==> src/rtl/bsas_pkg.sv <==
// shared types and constants for the block signal aspect sequencer
`timescale 1ns / 1ps

package bsas_pkg;

    // aspect codes
    localparam logic [1:0] ASPECT_GO   = 2'd0;
    localparam logic [1:0] ASPECT_SLOW = 2'd1;
    localparam logic [1:0] ASPECT_WARN = 2'd2;
    localparam logic [1:0] ASPECT_STOP = 2'd3;

    // configuration register indexes
    localparam logic [1:0] CFG_DETECT_FRAMES     = 2'd0;
    localparam logic [1:0] CFG_TRANSITION_FRAMES = 2'd1;

    localparam logic [7:0] DETECT_FRAMES_RST     = 8'd3;
    localparam logic [7:0] TRANSITION_FRAMES_RST = 8'd10;

    localparam int SAMPLE_W = 10;
    localparam int COUNT_W  = 9;

    typedef struct packed {
        logic [1:0]         aspect;
        logic [COUNT_W-1:0] debounce_count;
        logic [COUNT_W-1:0] transition_count;
    } seq_state_t;

    typedef struct packed {
        logic       train_flag;
        logic       above_threshold;
        logic       lamp_green;
        logic       lamp_yellow_lower;
        logic       lamp_red;
        logic       lamp_yellow_upper;
        logic [1:0] aspect;
    } seq_result_t;

endpackage

==> src/rtl/bsas_step.sv <==
// per-tick debounce, aspect update and lamp decode
`timescale 1ns / 1ps

module bsas_step import bsas_pkg::*; (
    input  logic [SAMPLE_W-1:0] sensor_sample,
    input  logic [SAMPLE_W-1:0] threshold_sample,
    input  logic [7:0]          detect_frames,
    input  logic [7:0]          transition_frames,
    input  seq_state_t          state_cur,
    output seq_state_t          state_new,
    output seq_result_t         result
);

    logic               above;
    logic               flag;
    logic [COUNT_W-1:0] deb_inc;
    logic [COUNT_W-1:0] deb_reload;
    logic [COUNT_W-1:0] trn_inc;
    logic               trn_fire;
    logic [1:0]         aspect_new;

    assign above   = sensor_sample > threshold_sample;
    // counters never exceed 256, so the increment cannot wrap
    assign deb_inc = state_cur.debounce_count + COUNT_W'(1);
    assign flag    = above && (deb_inc > {1'b0, detect_frames});
    // reload saturates at zero for a detect count of zero
    assign deb_reload = (detect_frames == 8'd0) ? '0 : {1'b0, detect_frames - 8'd1};

    assign trn_inc  = state_cur.transition_count + COUNT_W'(1);
    assign trn_fire = trn_inc > {1'b0, transition_frames};

    always_comb begin
        state_new = state_cur;
        if (!above) begin
            state_new.debounce_count = '0;
        end else if (flag) begin
            state_new.debounce_count = deb_reload;
        end else begin
            state_new.debounce_count = deb_inc;
        end

        aspect_new = state_cur.aspect;
        if (flag) begin
            if (state_cur.aspect == ASPECT_STOP) begin
                state_new.transition_count = '0;
            end
            aspect_new = ASPECT_STOP;
        end else if (state_cur.aspect != ASPECT_GO) begin
            if (trn_fire) begin
                state_new.transition_count = '0;
                aspect_new = state_cur.aspect - 2'd1;
            end else begin
                state_new.transition_count = trn_inc;
            end
        end
        state_new.aspect = aspect_new;
    end

    assign result.aspect            = aspect_new;
    assign result.lamp_yellow_upper = (aspect_new == ASPECT_SLOW);
    assign result.lamp_red          = (aspect_new == ASPECT_STOP);
    assign result.lamp_yellow_lower = (aspect_new == ASPECT_WARN);
    assign result.lamp_green        = (aspect_new == ASPECT_GO) || (aspect_new == ASPECT_SLOW);
    assign result.above_threshold   = above;
    assign result.train_flag        = flag;

endmodule

==> src/rtl/block_signal_aspect_sequencer.sv <==
// top level of the block signal aspect sequencer
`timescale 1ns / 1ps

// one transaction on the slave side is one timer tick: a sensor sample and a
// threshold sample. each tick yields exactly one master-side transaction with
// the aspect after the tick, the four lamp bits, the raw comparison and the
// debounced train flag
// pipeline: an input register, then the tick logic, then the result register;
// a result is offered on the master side once its tick enters the result register
// throughput is one tick per cycle while the receiver does not stall; the state
// registers update as a tick moves from the input register into the result register
// when the receiver stalls, the result register holds its transaction and the
// input register still takes one more tick; after that s_tready drops
// configuration is a plain write port: index 0 detect_frames, index 1
// transition_frames; other indexes are ignored. write only while idle
// reset (aresetn low, synchronous) empties both stages, puts the aspect in
// go, clears both counters and loads detect_frames 3, transition_frames 10

module block_signal_aspect_sequencer import bsas_pkg::*; (
    input  logic        aclk,
    input  logic        aresetn,
    // input ticks
    input  logic        s_tvalid,
    output logic        s_tready,
    input  logic [23:0] s_tdata,     // [9:0] sensor_sample, [19:10] threshold_sample, rest zero
    // results
    output logic        m_tvalid,
    input  logic        m_tready,
    output logic [7:0]  m_tdata,     // [1:0] aspect, [2] lamp_yellow_upper, [3] lamp_red,
                                     // [4] lamp_yellow_lower, [5] lamp_green,
                                     // [6] above_threshold, [7] train_flag
    // configuration writes
    input  logic        cfg_wr_en,
    input  logic [1:0]  cfg_index,
    input  logic [7:0]  cfg_wr_data
);

    // configuration registers
    logic [7:0] detect_frames_reg;
    logic [7:0] transition_frames_reg;

    // input stage
    logic                in_valid_reg;
    logic [SAMPLE_W-1:0] sensor_reg;
    logic [SAMPLE_W-1:0] threshold_reg;

    // sequencer state
    seq_state_t  state_reg;
    seq_state_t  state_next;

    // result stage
    logic        out_valid_reg;
    seq_result_t result_reg;
    seq_result_t result_next;

    logic        advance;
    logic        s_accept;

    // the input stage moves on when the result register is free or being taken
    assign advance  = in_valid_reg && (!out_valid_reg || m_tready);
    assign s_tready = !in_valid_reg || advance;
    assign s_accept = s_tvalid && s_tready;

    always_ff @(posedge aclk) begin
        if (!aresetn) begin
            detect_frames_reg     <= DETECT_FRAMES_RST;
            transition_frames_reg <= TRANSITION_FRAMES_RST;
        end else if (cfg_wr_en) begin
            unique case (cfg_index)
                CFG_DETECT_FRAMES:     detect_frames_reg     <= cfg_wr_data;
                CFG_TRANSITION_FRAMES: transition_frames_reg <= cfg_wr_data;
                default: ;
            endcase
        end
    end

    // input register
    always_ff @(posedge aclk) begin
        if (!aresetn) begin
            in_valid_reg <= 1'b0;
        end else if (s_tready) begin
            in_valid_reg <= s_tvalid;
        end
    end

    always_ff @(posedge aclk) begin
        if (s_accept) begin
            sensor_reg    <= s_tdata[SAMPLE_W-1:0];
            threshold_reg <= s_tdata[2*SAMPLE_W-1:SAMPLE_W];
        end
    end

    bsas_step u_step (
        .sensor_sample     (sensor_reg),
        .threshold_sample  (threshold_reg),
        .detect_frames     (detect_frames_reg),
        .transition_frames (transition_frames_reg),
        .state_cur         (state_reg),
        .state_new         (state_next),
        .result            (result_next)
    );

    // state commits once per tick as it enters the result register
    always_ff @(posedge aclk) begin
        if (!aresetn) begin
            state_reg.aspect           <= ASPECT_GO;
            state_reg.debounce_count   <= '0;
            state_reg.transition_count <= '0;
        end else if (advance) begin
            state_reg <= state_next;
        end
    end

    // result register
    always_ff @(posedge aclk) begin
        if (!aresetn) begin
            out_valid_reg <= 1'b0;
        end else if (advance) begin
            out_valid_reg <= 1'b1;
        end else if (m_tready) begin
            out_valid_reg <= 1'b0;
        end
    end

    always_ff @(posedge aclk) begin
        if (advance) begin
            result_reg <= result_next;
        end
    end

    assign m_tvalid = out_valid_reg;
    assign m_tdata  = result_reg;

endmodule

==> config.mk <==
export PLATFORM = sky130hd
export DESIGN_NAME = block_signal_aspect_sequencer
export DESIGN_NICKNAME = d
export VERILOG_FILES = /design/src/rtl/bsas_pkg.sv /design/src/rtl/bsas_step.sv /design/src/rtl/block_signal_aspect_sequencer.sv
export SDC_FILE = /design/constraint.sdc
export NUM_CORES = 1
export LEC_CHECK = 0
export ABC_AREA = 1
export CORE_AREA = 2 2 83 85
export CTS_CLUSTER_DIAMETER = 100
export DETAILED_ROUTE_END_ITERATION = 10
export DIE_AREA = 0 0 85 87
export DONT_BUFFER_PORTS = 1
export PLACE_DENSITY = 0.68
export SLEW_MARGIN = 0
export SYNTH_ARGS = -nofsm -noshare
export SYNTH_HDL_FRONTEND = slang
export SYNTH_SLANG_ARGS = --single-unit
==> constraint.sdc <==
create_clock -name aclk -period 4.66 [get_ports aclk]
set_clock_uncertainty 0.2 [all_clocks]
set_input_delay 0.466 -clock aclk [delete_from_list [all_inputs] [get_ports aclk]]
set_output_delay 0.466 -clock aclk [all_outputs]
set_load 0.01 [all_outputs]
==> results.toml <==
[clocking]
cts-root-buf = "clkbuf_8"
cts_sinks = 66
clk_pin_slew_ns = 0.07
ctsHtreeMaxLevel = 3
ctsLongestPathBuffers = 2
cts_resized = 0
clk_latency_ns = 0.34
cts-buffers-inserted = 9
cts_tree = "yes"

[logic_synthesis]
synth_top_area_cell = "edfxtp_1"
synth.area.top_cells = "edfxtp_1 (24%), dfxtp_1 (21%), ha_1 (11%)"
synth_async_sr_flop_share_pct = 0
syn_avg_cell_area_um2 = 8.534
ys_warn_count = 0
seq_area_frac_synth_pct = 44.79
netlist_instances = 419
synth_edf_count = 28
ys_types = 31
synth_seq_cells = 66
synthFlopType = "dfxtp_1"
synth_top_area_share_pct = 23.51
syn_nets = 490
synth_commonest_cells = "inv_1 (66), nand2_1 (66), a21oi_1 (43)"
syn_area_um2 = 3576

[cells_and_area]
antennaDiodeCount = 0
layout.cells.non_filler = 522
largest_register_ffs = 20
regArea_um2 = 1602
drive_gt1_share_pct = 7.692
layout.nets = 508
final_area_um2 = 3959
area_growth_pct = 10.71
multi_input_area_um2 = 1695
post-route-util_pct = 60.27
nFillCells = 573

[critical_path]
start_kind = "flop"
end_kind = "flop"
cp.required_ns = 4.70
path_class = "flop to flop"
critPathMaxFanout = 9
arrival_ns = 3.07

[detailed_routing]
drc_errors = 0
drt-initial-drc-count = 103
routed_wl_um = 7002
viasPerCell = 5.216
vias = 2723
post_drt_wl_per_cell_um = 13.41
dr.pass1.iters = 4
final_antenna_net_count = 0

[grt]
busiest_layer = "met2"
use_met1_pct = 25.17
grt.total_usage_pct = 20.80
grt_use_met2_pct = 35.65
grt_pass1_wl_um = 12110
grt.overflow.total = 0
met3_usage_pct = 4.360
grt_pass1_vias = 2733
grt_max_degree = 29
antenna_found_initial = 0

[place]
dp.cells = 492
dp_slack_ns = 1.652
place.gp.congestion = 0.8684
placed_cell_area_um2 = 3649
place_hpwl_um = 5284
portBuffers = 0

[timing]
max_freq_ghz = 0.3301
setup_viol = 0
timing.final.crit_period_ns = 3.029
period_share_pct = 65.00
rsz0062_at_grt = "false"
worst_slack_ns = 1.631
max-slew-margin-rel_pct = 50.03
drv_slew = 0
tns_ns = 0
final-hold-violation-count = 0
whs_ns = 0.02325
worstMarginPinSlew_ns = 0.7487

[die]
rows = 30
die_y_um = 87
core_um2 = 6569
design.die.area_um2 = 7395
io_pins = 49
die_w_um = 85
start_util_pct = 54.44

[status]
status = "completed"

[min_path]
hold_class = "input port to flop"

[run]
cap_violations = 0

[power_and_ir_drop]
p_per_area_nw_per_um2 = 312.2
peakVddDrop_v = 0.0001796
report.power.total_mw = 1.236
p_leak_nw = 1.784
## layout by cell type, fill, tap and decap left out, drive strengths merged, types with 12 or more instances in the layout
cell type / Yosys / final
nor2: 32 / 32
edfxtp: 28 / 28
inv: 67 / 67
xor2: 12 / 12
ha: 32 / 32
dlygate4sd3: 0 / 14
nand2: 72 / 72
a21oi: 45 / 45
o21ai: 29 / 29
nand3: 27 / 27
dfxtp: 38 / 38
## layer usage
layer	vias to the layer above	wire length, um
met1	1225	3305
met4	0	132
met2	52	3287
li1	1433	-
met5	-	0
met3	13	276
## final timing paths
kind              cells after the start           from               end  slack [ns]
setup / recovery                     16   state_reg[9]      state_reg[4]        1.63
hold / removal                        0    s_tdata[10]  threshold_reg[0]        0.02
setup reg to reg                     16   state_reg[9]      state_reg[4]        1.63
hold reg to reg                       2  state_reg[17]     state_reg[17]        0.26
## report_power, final
part | total, mW | internal (mW) | switching, mW
clock network | 0.408 | 0.190 | 0.218
logic | 0.173 | 0.0637 | 0.109
registers | 0.655 | 0.636 | 0.0185
total | 1.24 | 0.890 | 0.345
## final cells by class
type | instances | area share [%]
Multi-Input combinational cell | 279 | 42.83
Timing Repair Buffer | 14 | 3.540
Clock buffer | 9 | 3.129
Tap cell | 80 | 2.528
Sequential cell | 66 | 40.46
Inverter | 67 | 6.353
Clock inverter | 7 | 1.169
## timing repair
| item | in CTS | in global routing |
|---|---|---|
| hold buffers | 5 | 9 |
| buffers inserted | 0 | 0 |
| endpoints found under the hold margin | 5 | 9 |
## kinds of logic after synthesis
| logic type | Yosys count | share of synthesized area (%) |
|---|---|---|
| compound gates | 86 | 13.26 |
| xor+xnor | 14 | 3.429 |
| fa+ha+maj | 32 | 11.20 |
| buf+inv | 74 | 7.802 |
| flops | 66 | 44.79 |
| simple gates | 147 | 19.52 |
## critical path, cell delays in order, from the launching register on
cell      delay, ns
dfxtp_1        0.42
ha_1           0.23
nand3_2        0.12
nor2_2         0.14
nand2_1        0.08
xor2_1         0.14
inv_1          0.08
ha_1           0.28
a21o_1         0.16
a21oi_1        0.12
nand2_1        0.06
nand2_1        0.14
nand2_4        0.12
nand3b_1       0.17
nand3_2        0.22
a21oi_1        0.19
nor2_1         0.06
No activity file was read; power rests on OpenSTA's default activity.
